--- src/hw/rtl/wfo_pkg.sv ---
// ----------------------------------------------------------------------------
// wfo_pkg
// Shared constants and controller/datapath interface types for the waveform
// overview min/max/RMS block.
// ----------------------------------------------------------------------------
package wfo_pkg;

   localparam int BINS_DEFAULT = 256;

   localparam int SAMPLE_W   = 24;
   localparam int MINMAX_W   = 25;
   localparam int LEVEL_W    = 24;
   localparam int INDEX_W    = 8;
   localparam int FRAME_W    = 32;
   localparam int CHAN_W     = 7;
   localparam int CHPOS_W    = 6;
   localparam int SUM_W      = 64;
   localparam int COUNT_W    = 38;
   localparam int SQ_W       = 34;
   localparam int CSR_IDX_W  = 2;
   localparam int CSR_DATA_W = 32;
   localparam int DIV_STEPS  = 64;
   localparam int SQRT_STEPS = 24;
   localparam int STEP_W     = 7;

   localparam logic [CHAN_W-1:0] MAX_CHANNELS = 7'd64;
   localparam logic signed [MINMAX_W-1:0] Q_ONE     = 25'sd8388608;
   localparam logic signed [MINMAX_W-1:0] Q_NEG_ONE = -25'sd8388608;

   localparam logic [CSR_IDX_W-1:0] REG_FRAME_COUNT   = 2'd0;
   localparam logic [CSR_IDX_W-1:0] REG_CHANNEL_COUNT = 2'd1;

   typedef struct packed {
      logic capture;
      logic accumulate;
      logic div_load;
      logic div_step;
      logic sqrt_load;
      logic sqrt_step;
      logic store_rms;
      logic clip_phase;
      logic load_out;
   } cmd_type;

   typedef struct packed {
      logic active;
      logic emit;
      logic last;
      logic out_busy;
   } status_type;

endpackage

--- src/hw/rtl/wfo_ctrl.sv ---
// ----------------------------------------------------------------------------
// wfo_ctrl
// Sequencer: item capture, accumulate, and for a bin-closing item shared divide
// and square root passes for the bin RMS and, on the final bin, the clip RMS.
// ----------------------------------------------------------------------------
module wfo_ctrl (
   input  logic                clock,
   input  logic                reset,
   input  logic                req_valid,
   output logic                req_ready,
   input  wfo_pkg::status_type status,
   output wfo_pkg::cmd_type    cmd
);
   import wfo_pkg::*;

   typedef enum logic [7:0] {
      ST_IDLE  = 8'b0000_0001,
      ST_ACC   = 8'b0000_0010,
      ST_DLOAD = 8'b0000_0100,
      ST_DIV   = 8'b0000_1000,
      ST_SLOAD = 8'b0001_0000,
      ST_SQRT  = 8'b0010_0000,
      ST_STORE = 8'b0100_0000,
      ST_OUT   = 8'b1000_0000
   } state_type;

   state_type state_ff, state_in;
   logic [STEP_W-1:0] step_ff, step_in;
   logic clip_ff, clip_in;

   assign req_ready = (state_ff == ST_IDLE);

   always_comb begin
      state_in = state_ff;
      step_in  = step_ff;
      clip_in  = clip_ff;
      cmd      = '0;
      cmd.clip_phase = clip_ff;
      case (state_ff)
         ST_IDLE: begin
            if (req_valid) begin
               cmd.capture = 1'b1;
               state_in = ST_ACC;
            end
         end
         ST_ACC: begin
            cmd.accumulate = 1'b1;
            state_in = (status.active && status.emit) ? ST_DLOAD : ST_IDLE;
         end
         ST_DLOAD: begin
            cmd.div_load = 1'b1;
            step_in  = '0;
            state_in = ST_DIV;
         end
         ST_DIV: begin
            cmd.div_step = 1'b1;
            step_in = step_ff + 1'b1;
            if (step_ff == STEP_W'(DIV_STEPS - 1)) state_in = ST_SLOAD;
         end
         ST_SLOAD: begin
            cmd.sqrt_load = 1'b1;
            step_in  = '0;
            state_in = ST_SQRT;
         end
         ST_SQRT: begin
            cmd.sqrt_step = 1'b1;
            step_in = step_ff + 1'b1;
            if (step_ff == STEP_W'(SQRT_STEPS - 1)) state_in = ST_STORE;
         end
         ST_STORE: begin
            cmd.store_rms = 1'b1;
            if (!clip_ff && status.last) begin
               clip_in  = 1'b1;
               state_in = ST_DLOAD;
            end else begin
               state_in = ST_OUT;
            end
         end
         ST_OUT: begin
            if (!status.out_busy) begin
               cmd.load_out = 1'b1;
               clip_in  = 1'b0;
               state_in = ST_IDLE;
            end
         end
         default: state_in = ST_IDLE;
      endcase
   end

   always_ff @(posedge clock) begin
      if (reset) begin
         state_ff <= ST_IDLE;
         step_ff  <= '0;
         clip_ff  <= 1'b0;
      end else begin
         state_ff <= state_in;
         step_ff  <= step_in;
         clip_ff  <= clip_in;
      end
   end

endmodule

--- src/hw/rtl/wfo_datapath.sv ---
// ----------------------------------------------------------------------------
// wfo_datapath
// Config registers, bin and clip accumulators, position tracking, a shared
// radix-2 divider and bit-serial square root, and the result register.
// ----------------------------------------------------------------------------
module wfo_datapath #(
   parameter int BINS = wfo_pkg::BINS_DEFAULT
) (
   input  logic                                  clock,
   input  logic                                  reset,
   input  logic signed [wfo_pkg::SAMPLE_W-1:0]   req_sample,
   input  logic                                  csr_write,
   input  logic [wfo_pkg::CSR_IDX_W-1:0]         csr_index,
   input  logic [wfo_pkg::CSR_DATA_W-1:0]        csr_wdata,
   input  wfo_pkg::cmd_type                      cmd,
   output wfo_pkg::status_type                   status,
   output logic                                  rsp_valid,
   input  logic                                  rsp_ready,
   output logic [wfo_pkg::INDEX_W-1:0]           rsp_bin_index,
   output logic signed [wfo_pkg::MINMAX_W-1:0]   rsp_bin_min,
   output logic signed [wfo_pkg::MINMAX_W-1:0]   rsp_bin_max,
   output logic [wfo_pkg::LEVEL_W-1:0]           rsp_bin_rms,
   output logic                                  rsp_last_bin,
   output logic [wfo_pkg::LEVEL_W-1:0]           rsp_clip_peak,
   output logic [wfo_pkg::LEVEL_W-1:0]           rsp_clip_rms
);
   import wfo_pkg::*;

   localparam int LOG_BINS = $clog2(BINS);
   localparam int CB_W     = LOG_BINS + 1;
   localparam int PROD_W   = CB_W + FRAME_W;
   localparam logic [FRAME_W-1:0] BINS_F = FRAME_W'(BINS);

   // config
   logic [FRAME_W-1:0] fc_ff;
   logic [CHAN_W-1:0]  cc_ff;
   logic [CHAN_W-1:0]  ch_eff;
   logic               cfg_hit;
   logic [FRAME_W-1:0] fc_new;

   // accumulators and positions
   logic signed [MINMAX_W-1:0] x_ff;
   logic [SQ_W-1:0]            sq_ff;
   logic [LEVEL_W-1:0]         mag_ff;
   logic [CHPOS_W-1:0]         chpos_ff;
   logic [FRAME_W-1:0]         fpos_ff;
   logic [CB_W-1:0]            cb_ff;
   logic [FRAME_W-1:0]         bend_ff;
   logic signed [MINMAX_W-1:0] min_ff, max_ff;
   logic [SUM_W-1:0]           bsum_ff, csum_ff;
   logic [COUNT_W-1:0]         bcnt_ff;
   logic [LEVEL_W-1:0]         peak_ff;
   logic                       last_ff;

   // arithmetic unit
   logic [COUNT_W-1:0]   rem_ff, rem_in, dvs_ff;
   logic [SUM_W-1:0]     quo_ff;
   logic [COUNT_W:0]     div_t;
   logic                 div_ge;
   logic [32:0]          mean;
   logic [47:0]          rad_ff;
   logic [LEVEL_W-1:0]   root_ff;
   logic [25:0]          srem_ff, srem_in;
   logic [27:0]          sq_rem2, sq_trial;
   logic                 sq_ge;
   logic [LEVEL_W-1:0]   brms_ff, crms_ff;

   // output register
   logic                       ov_ff;
   logic [INDEX_W-1:0]         oidx_ff;
   logic signed [MINMAX_W-1:0] omin_ff, omax_ff;
   logic [LEVEL_W-1:0]         orms_ff, opeak_ff, ocrms_ff;
   logic                       olast_ff;

   logic [SAMPLE_W:0]   mag_full;
   logic [SUM_W:0]      bsum_add, csum_add;
   logic [CHPOS_W:0]    chpos_next;
   logic                frame_wrap;
   logic [FRAME_W-1:0]  fpos_next;
   logic [CB_W-1:0]     cb_next;
   logic [PROD_W-1:0]   bend_prod;
   logic [FRAME_W-1:0]  bend_next;
   logic [FRAME_W-1:0]  nb;
   logic [31:0]         cb_ext;
   logic [CHAN_W+FRAME_W-1:0] clip_items;

   assign ch_eff = (cc_ff == '0) ? CHAN_W'(1) :
                   (cc_ff > MAX_CHANNELS) ? MAX_CHANNELS : cc_ff;
   assign cfg_hit = csr_write &&
                    (csr_index == REG_FRAME_COUNT || csr_index == REG_CHANNEL_COUNT);
   assign fc_new  = (csr_index == REG_FRAME_COUNT) ? csr_wdata : fc_ff;

   assign mag_full   = req_sample[SAMPLE_W-1] ? -{req_sample[SAMPLE_W-1], req_sample}
                                              : {1'b0, req_sample};
   assign bsum_add   = {1'b0, bsum_ff} + {{(SUM_W + 1 - SQ_W){1'b0}}, sq_ff};
   assign csum_add   = {1'b0, csum_ff} + {{(SUM_W + 1 - SQ_W){1'b0}}, sq_ff};
   assign chpos_next = {1'b0, chpos_ff} + 1'b1;
   assign frame_wrap = (chpos_next >= ch_eff);
   assign fpos_next  = fpos_ff + 1'b1;
   assign nb         = (fc_ff < BINS_F) ? fc_ff : BINS_F;
   assign cb_next    = cb_ff + 1'b1;
   assign bend_prod  = PROD_W'(cb_next + 1'b1) * PROD_W'(fc_ff);
   assign bend_next  = (fc_ff >= BINS_F) ? FRAME_W'(bend_prod >> LOG_BINS)
                                         : FRAME_W'(cb_next + 1'b1);
   assign clip_items = CHAN_W'(ch_eff) * (CHAN_W+FRAME_W)'(fc_ff);
   assign cb_ext     = 32'(cb_ff);

   assign status.active   = (fc_ff != '0);
   assign status.emit     = frame_wrap && (fpos_next == bend_ff);
   assign status.last     = last_ff;
   assign status.out_busy = ov_ff && !rsp_ready;

   assign div_t  = {rem_ff, quo_ff[SUM_W-1]};
   assign div_ge = (div_t >= {1'b0, dvs_ff});
   assign rem_in = div_ge ? COUNT_W'(div_t - {1'b0, dvs_ff}) : div_t[COUNT_W-1:0];
   assign mean   = (quo_ff > 64'h1_0000_0000) ? 33'h1_0000_0000 : quo_ff[32:0];

   assign sq_rem2  = {srem_ff, rad_ff[47:46]};
   assign sq_trial = {2'b00, root_ff, 2'b01};
   assign sq_ge    = (sq_rem2 >= sq_trial);
   assign srem_in  = sq_ge ? 26'(sq_rem2 - sq_trial) : sq_rem2[25:0];

   always_ff @(posedge clock) begin
      if (cmd.capture) begin
         x_ff   <= MINMAX_W'(req_sample);
         mag_ff <= mag_full[LEVEL_W-1:0];
         sq_ff  <= SQ_W'((48'(mag_full) * 48'(mag_full)) >> 14);
      end
      if (cmd.div_load) begin
         rem_ff <= '0;
         quo_ff <= cmd.clip_phase ? csum_ff : bsum_ff;
         dvs_ff <= cmd.clip_phase ? COUNT_W'(clip_items) : bcnt_ff;
      end else if (cmd.div_step) begin
         rem_ff <= rem_in;
         quo_ff <= {quo_ff[SUM_W-2:0], div_ge};
      end
      if (cmd.sqrt_load) begin
         rad_ff  <= {1'b0, mean, 14'b0};
         root_ff <= '0;
         srem_ff <= '0;
      end else if (cmd.sqrt_step) begin
         rad_ff  <= {rad_ff[45:0], 2'b00};
         root_ff <= {root_ff[LEVEL_W-2:0], sq_ge};
         srem_ff <= srem_in;
      end
      if (cmd.store_rms) begin
         if (cmd.clip_phase) crms_ff <= root_ff;
         else brms_ff <= root_ff;
      end
      if (cmd.load_out) begin
         oidx_ff  <= cb_ext[INDEX_W-1:0];
         omin_ff  <= min_ff;
         omax_ff  <= max_ff;
         orms_ff  <= brms_ff;
         olast_ff <= last_ff;
         opeak_ff <= last_ff ? peak_ff : '0;
         ocrms_ff <= last_ff ? crms_ff : '0;
      end
   end

   always_ff @(posedge clock) begin
      if (reset) begin
         fc_ff    <= FRAME_W'(1);
         cc_ff    <= CHAN_W'(1);
         chpos_ff <= '0;
         fpos_ff  <= '0;
         cb_ff    <= '0;
         bend_ff  <= FRAME_W'(1);
         min_ff   <= Q_ONE;
         max_ff   <= Q_NEG_ONE;
         bsum_ff  <= '0;
         csum_ff  <= '0;
         bcnt_ff  <= '0;
         peak_ff  <= '0;
         last_ff  <= 1'b0;
         ov_ff    <= 1'b0;
      end else begin
         if (cmd.load_out) ov_ff <= 1'b1;
         else if (ov_ff && rsp_ready) ov_ff <= 1'b0;
         if (cfg_hit) begin
            if (csr_index == REG_FRAME_COUNT) fc_ff <= csr_wdata;
            else cc_ff <= csr_wdata[CHAN_W-1:0];
            chpos_ff <= '0;
            fpos_ff  <= '0;
            cb_ff    <= '0;
            bend_ff  <= (fc_new >= BINS_F) ? (fc_new >> LOG_BINS) :
                        (fc_new == '0) ? '0 : FRAME_W'(1);
            min_ff   <= Q_ONE;
            max_ff   <= Q_NEG_ONE;
            bsum_ff  <= '0;
            csum_ff  <= '0;
            bcnt_ff  <= '0;
            peak_ff  <= '0;
         end else if (cmd.accumulate && status.active) begin
            if (x_ff < min_ff) min_ff <= x_ff;
            if (x_ff > max_ff) max_ff <= x_ff;
            bsum_ff <= bsum_add[SUM_W] ? '1 : bsum_add[SUM_W-1:0];
            csum_ff <= csum_add[SUM_W] ? '1 : csum_add[SUM_W-1:0];
            bcnt_ff <= bcnt_ff + 1'b1;
            if (mag_ff > peak_ff) peak_ff <= mag_ff;
            last_ff <= (32'(cb_next) >= nb) || (fpos_next >= fc_ff);
            if (frame_wrap) begin
               chpos_ff <= '0;
               fpos_ff  <= fpos_next;
            end else begin
               chpos_ff <= chpos_next[CHPOS_W-1:0];
            end
         end else if (cmd.load_out) begin
            min_ff  <= Q_ONE;
            max_ff  <= Q_NEG_ONE;
            bsum_ff <= '0;
            bcnt_ff <= '0;
            if (last_ff) begin
               chpos_ff <= '0;
               fpos_ff  <= '0;
               cb_ff    <= '0;
               bend_ff  <= (fc_ff >= BINS_F) ? (fc_ff >> LOG_BINS) : FRAME_W'(1);
               csum_ff  <= '0;
               peak_ff  <= '0;
            end else begin
               cb_ff   <= cb_next;
               bend_ff <= bend_next;
            end
         end
      end
   end

   assign rsp_valid     = ov_ff;
   assign rsp_bin_index = oidx_ff;
   assign rsp_bin_min   = omin_ff;
   assign rsp_bin_max   = omax_ff;
   assign rsp_bin_rms   = orms_ff;
   assign rsp_last_bin  = olast_ff;
   assign rsp_clip_peak = opeak_ff;
   assign rsp_clip_rms  = ocrms_ff;

endmodule

--- src/hw/rtl/waveform_overview_min_max_rms_top.sv ---
// Sequence: an accepted item is captured, then accumulated; an item closing a
//   bin runs the RMS divide and square root, again for the clip RMS on the clip's
//   final bin. Items are taken one at a time: the 64-step divider and 24-step
//   square root, shared by bin and clip RMS, hold off input while they run.
// Reset: synchronous, active high; frame_count = 1, channel_count = 1.
// ----------------------------------------------------------------------------
// waveform_overview_min_max_rms_top
// Per-bin min/max/RMS decimator with whole-clip peak and RMS.
// ----------------------------------------------------------------------------
module waveform_overview_min_max_rms_top #(
   parameter int BINS = wfo_pkg::BINS_DEFAULT
) (
   input  logic                                  clock,
   input  logic                                  reset,
   input  logic                                  req_valid,
   output logic                                  req_ready,
   input  logic signed [wfo_pkg::SAMPLE_W-1:0]   req_sample,
   output logic                                  rsp_valid,
   input  logic                                  rsp_ready,
   output logic [wfo_pkg::INDEX_W-1:0]           rsp_bin_index,
   output logic signed [wfo_pkg::MINMAX_W-1:0]   rsp_bin_min,
   output logic signed [wfo_pkg::MINMAX_W-1:0]   rsp_bin_max,
   output logic [wfo_pkg::LEVEL_W-1:0]           rsp_bin_rms,
   output logic                                  rsp_last_bin,
   output logic [wfo_pkg::LEVEL_W-1:0]           rsp_clip_peak,
   output logic [wfo_pkg::LEVEL_W-1:0]           rsp_clip_rms,
   input  logic                                  csr_write,
   input  logic [wfo_pkg::CSR_IDX_W-1:0]         csr_index,
   input  logic [wfo_pkg::CSR_DATA_W-1:0]        csr_wdata
);
   import wfo_pkg::*;

   cmd_type    cmd;
   status_type status;

   wfo_ctrl u_ctrl (
      .clock     (clock),
      .reset     (reset),
      .req_valid (req_valid),
      .req_ready (req_ready),
      .status    (status),
      .cmd       (cmd)
   );

   wfo_datapath #(.BINS(BINS)) u_datapath (
      .clock         (clock),
      .reset         (reset),
      .req_sample    (req_sample),
      .csr_write     (csr_write),
      .csr_index     (csr_index),
      .csr_wdata     (csr_wdata),
      .cmd           (cmd),
      .status        (status),
      .rsp_valid     (rsp_valid),
      .rsp_ready     (rsp_ready),
      .rsp_bin_index (rsp_bin_index),
      .rsp_bin_min   (rsp_bin_min),
      .rsp_bin_max   (rsp_bin_max),
      .rsp_bin_rms   (rsp_bin_rms),
      .rsp_last_bin  (rsp_last_bin),
      .rsp_clip_peak (rsp_clip_peak),
      .rsp_clip_rms  (rsp_clip_rms)
   );

endmodule

--- config.mk ---
export PLATFORM = sky130hd
export DESIGN_NAME = waveform_overview_min_max_rms_top
export DESIGN_NICKNAME = d
export VERILOG_FILES = /design/src/hw/rtl/wfo_pkg.sv /design/src/hw/rtl/wfo_ctrl.sv /design/src/hw/rtl/wfo_datapath.sv /design/src/hw/rtl/waveform_overview_min_max_rms_top.sv
export SDC_FILE = /design/constraint.sdc
export NUM_CORES = 2
export LEC_CHECK = 0
export BUFFER_PORTS_ARGS = -buffer_cell sky130_fd_sc_hd__buf_2
export CAP_MARGIN = 10
export CORE_MARGIN = 3
export CORE_UTILIZATION = 65
export DETAILED_ROUTE_END_ITERATION = 7
export GPL_TIMING_DRIVEN = 0
export PLACE_DENSITY = 0.93
export SLEW_MARGIN = 20
export SYNTH_ARGS = -nofsm -noshare
export SYNTH_HDL_FRONTEND = slang
export SYNTH_SLANG_ARGS = --single-unit
--- constraint.sdc ---
create_clock -name clock -period 12.75 [get_ports clock]
set_input_delay 2.55 -clock clock [delete_from_list [all_inputs] [get_ports clock]]
set_output_delay 2.55 -clock clock [all_outputs]
set_load 0.02 [all_outputs]
==> impl_metrics.csv <==
group,metric,value,unit
place,numPortBuffers,195,
clocking,clock_latency,720,ps
clocking,clockBufferDepth,3,
place,post_dp_cell_area,80100,um^2
place,dp.cells,10100,
synthesis,netlist_area,76800,um^2
min_path,hold_class,"reg -> reg",
detailed_routing,drt_wl_total,247,mm
clocking,cts_tree,"done",
worst_setup_path,slowest_stage,"xor2_2",
power,ir_drop,0.833,mV
detailed_routing,drt_iter0_drc,7666,
global_route,first_global_vias,66500,
synthesis,synth_most_common_cell,"inv_1",
global_route,gr-total-overflow,0,
clocking,clkTransAtPathRegs,60,ps
worst_setup_path,start_kind,"input pin",
worst_setup_path,max_stage_delay,670,ps
synthesis,synth_common_cells,"inv_1 (1179), nand2_1 (995), fa_1 (859), ha_1 (551), nor2_1 (522)",
worst_setup_path,worstSetupPathType,"in -> reg",
power,static-leakage-power,38.4,nW
global_route,grt_pass1_wl,378,mm
sta,fin_skew,64.3,ps
synthesis,synth.avg_cell_area,9.26,um^2
global_route,antenna_found_initial,12,
worst_setup_path,worstPathRequired,13280,ps
synthesis,ys.flop_type,"dfxtp_1",
detailed_routing,ant_nets,0,
synthesis,synth_seq_area_share,27.5,%
global_route,grt_max_degree,65,
synthesis,async_reset_ff_share,0,%
sta,min_period,12440,ps
clocking,cts_buffers,93,
clocking,h-tree-depth,3,
synthesis,synth_top_area_share,22.4,%
cells_and_area,layout.cells.non_filler,10300,
detailed_routing,vias,65300,
synthesis,syn_inst,8292,
clocking,cts-root-buf,"clkbuf_16",
worst_setup_path,reg2regPathDepth,30,
sta,setup_viol,0,
floorplanning,die_h,350,um
worst_setup_path,cp_common_cell,"fa_1",
synthesis,synth_area_leader_cell,"fa_1",
sta,fmax,0.0804,GHz
sta,worst_slew_pin_slew,1270,ps
sta,fin_setup_tns,0,ps
floorplanning,dieWidth,350,um
synthesis,synth-edff-count,394,
floorplanning,io_pins,196,
place,dp_hpwl,194,mm
sta,setup_slack,313,ps
detailed_routing,drt-vias-per-instance,6.37,
power,total_power,27.1,mW
run_status,outcome,"finished, final reports clean",
run,drv_cap,0,
sta,finalMaxSlewViolations,0,
floorplanning,die_area,122000,um^2
detailed_routing,drc,0,
floorplanning,core_area,117000,um^2
synthesis,synth.area.top_cells,"fa_1 (22%), edfxtp_1 (15%), dfxtp_1 (12%), ha_1 (9.0%), inv_1 (5.8%)",
floorplanning,rows,125,
detailed_routing,wl_per_cell,24.1,um
min_path,holdPathStages,0,
synthesis,yosysWarnings,0,
power,powerDensity,325,nW/um^2
cells_and_area,fin_area,83400,um^2
worst_setup_path,cp.arrival,12970,ps
floorplanning,initial_core_util,65.8,%
clocking,clock_sinks,858,
place,gp_congestion,1.07,
worst_setup_path,critPathCaptureType,"register",
global_route,grtUsageTotal,40.4,%
place,post-place-ws,-1410,ps
sta,max_slew_margin,14.8,%
cells_and_area,final_layout_size_suffix_gt1_share,5.85,%
sta,final_hold_viol_count,0,
detailed_routing,drt-pass1-iter-count,8,
sta,post-route-period-util,97.5,%
synthesis,synth_seq_cells,858,
worst_setup_path,crit_fanout,10,
cells_and_area,areaGrowthSynthToFinish,8.59,%
cells_and_area,fin_nets,10100,
sta,rsz0062_at_grt,"false",
synthesis,yosysUniqueCellTypes,92,
## logic make-up (layout without fill, tap and decap cells)
logic type / Yosys count / count (layout) / share of synthesized area, %
compound gates: 1495 / 1495 / 12.4
other cells: 2 / 68 / 0.00978
simple gates: 2454 / 2454 / 14.8
xor+xnor: 322 / 322 / 3.67
buf+inv: 1568 / 1943 / 7.72
fa+ha+maj: 1410 / 1410 / 31.4
flops: 858 / 858 / 27.5
mux: 183 / 183 / 2.46
## worst max-delay path: cells and delay by family
family / cells / cell delay [ps]
adder cells (fa/ha/maj): 8 / 3890
buffers and inverters: 6 / 1160
AND/OR/NAND/NOR: 5 / 1900
XOR/XNOR: 1 / 670
AO/OA/AOI/OAI: 10 / 2770
## what timing repair did
item	CTS	global route
setup endpoints to repair	12	9
gates resized for setup	8	15
hold buffers	0	0
buffers inserted	1	3
## registers in the layout, indices dropped and copies added, names as in the netlist, 34 cells and up
name / count
u_datapath.dvs_ff: 38
u_datapath.bsum_ff: 64
u_datapath.quo_ff: 64
u_datapath.rad_ff: 34
u_datapath.rem_ff: 38
u_datapath.bcnt_ff: 38
u_datapath.csum_ff: 64
u_datapath.sq_ff: 34
## path summary, 6_finish.rpt
path | end | slack (ps) | start
max reg2reg | u_datapath.bend_ff[22] | 2020 | u_datapath.cb_ff[1]
max | u_datapath.sq_ff[31] | 310 | req_sample[9]
min reg2reg | u_datapath.rsp_bin_rms[7] | 420 | u_datapath.brms_ff[7]
min | u_datapath.rsp_bin_rms[7] | 420 | u_datapath.brms_ff[7]
## layout by cell type, fill, tap and decap left out, types with 124 or more instances in the layout
| cell | instances |
|---|---|
| buf_2 | 216 |
| xnor2_1 | 194 |
| clkbuf_1 | 335 |
| and2_1 | 206 |
| a21oi_1 | 447 |
| edfxtp_1 | 394 |
| a21o_1 | 155 |
| nor2_1 | 520 |
| nand3_1 | 159 |
| fa_1 | 859 |
| o21ai_0 | 364 |
| nor3_1 | 124 |
| nand2_1 | 995 |
| inv_1 | 1174 |
| mux2i_1 | 144 |
| ha_1 | 551 |
| dfxtp_1 | 464 |
## metrics by stage
step / hold slack [ps] / utilization, %
final: 417 / 71.5
after global routing: 433 / 71.5
after CTS: 417 / 71.4
after detailed placement: 405 / 68.7
after global placement: 404 / 68.5
after floorplan: 400 / -
## metal layers
| layer | part of all wire (%) | GRT usage [%] |
|---|---|---|
| met1 | 36 | 49.6 |
| met5 | 0.028 | 0 |
| met3 | 12 | 10.4 |
| met4 | 8.1 | 27.3 |
| met2 | 44 | 63.0 |
## where the power goes
group / internal (mW) / total (mW) / switching (mW) / leakage [nW]
clock: 1.54 / 2.77 / 1.23 / 1.49
combinational: 8.25 / 20.2 / 11.9 / 29.4
sequential: 3.99 / 4.11 / 0.124 / 7.51
total: 13.8 / 27.1 / 13.3 / 38.4
## layout make-up
type                            instances  area (um^2)
Inverter                             1187         4470
Multi-Input combinational cell       5924        50100
Tap cell                             1524         1910
Fill cell                            8325        33300
Timing Repair Buffer                  207         1190
Clock buffer                          118         2510
Buffer                                378         1480
Antenna cell                            8         20.0
Sequential cell                       858        21100
Clock inverter                         53          584
(Power assumes the default switching activity.)
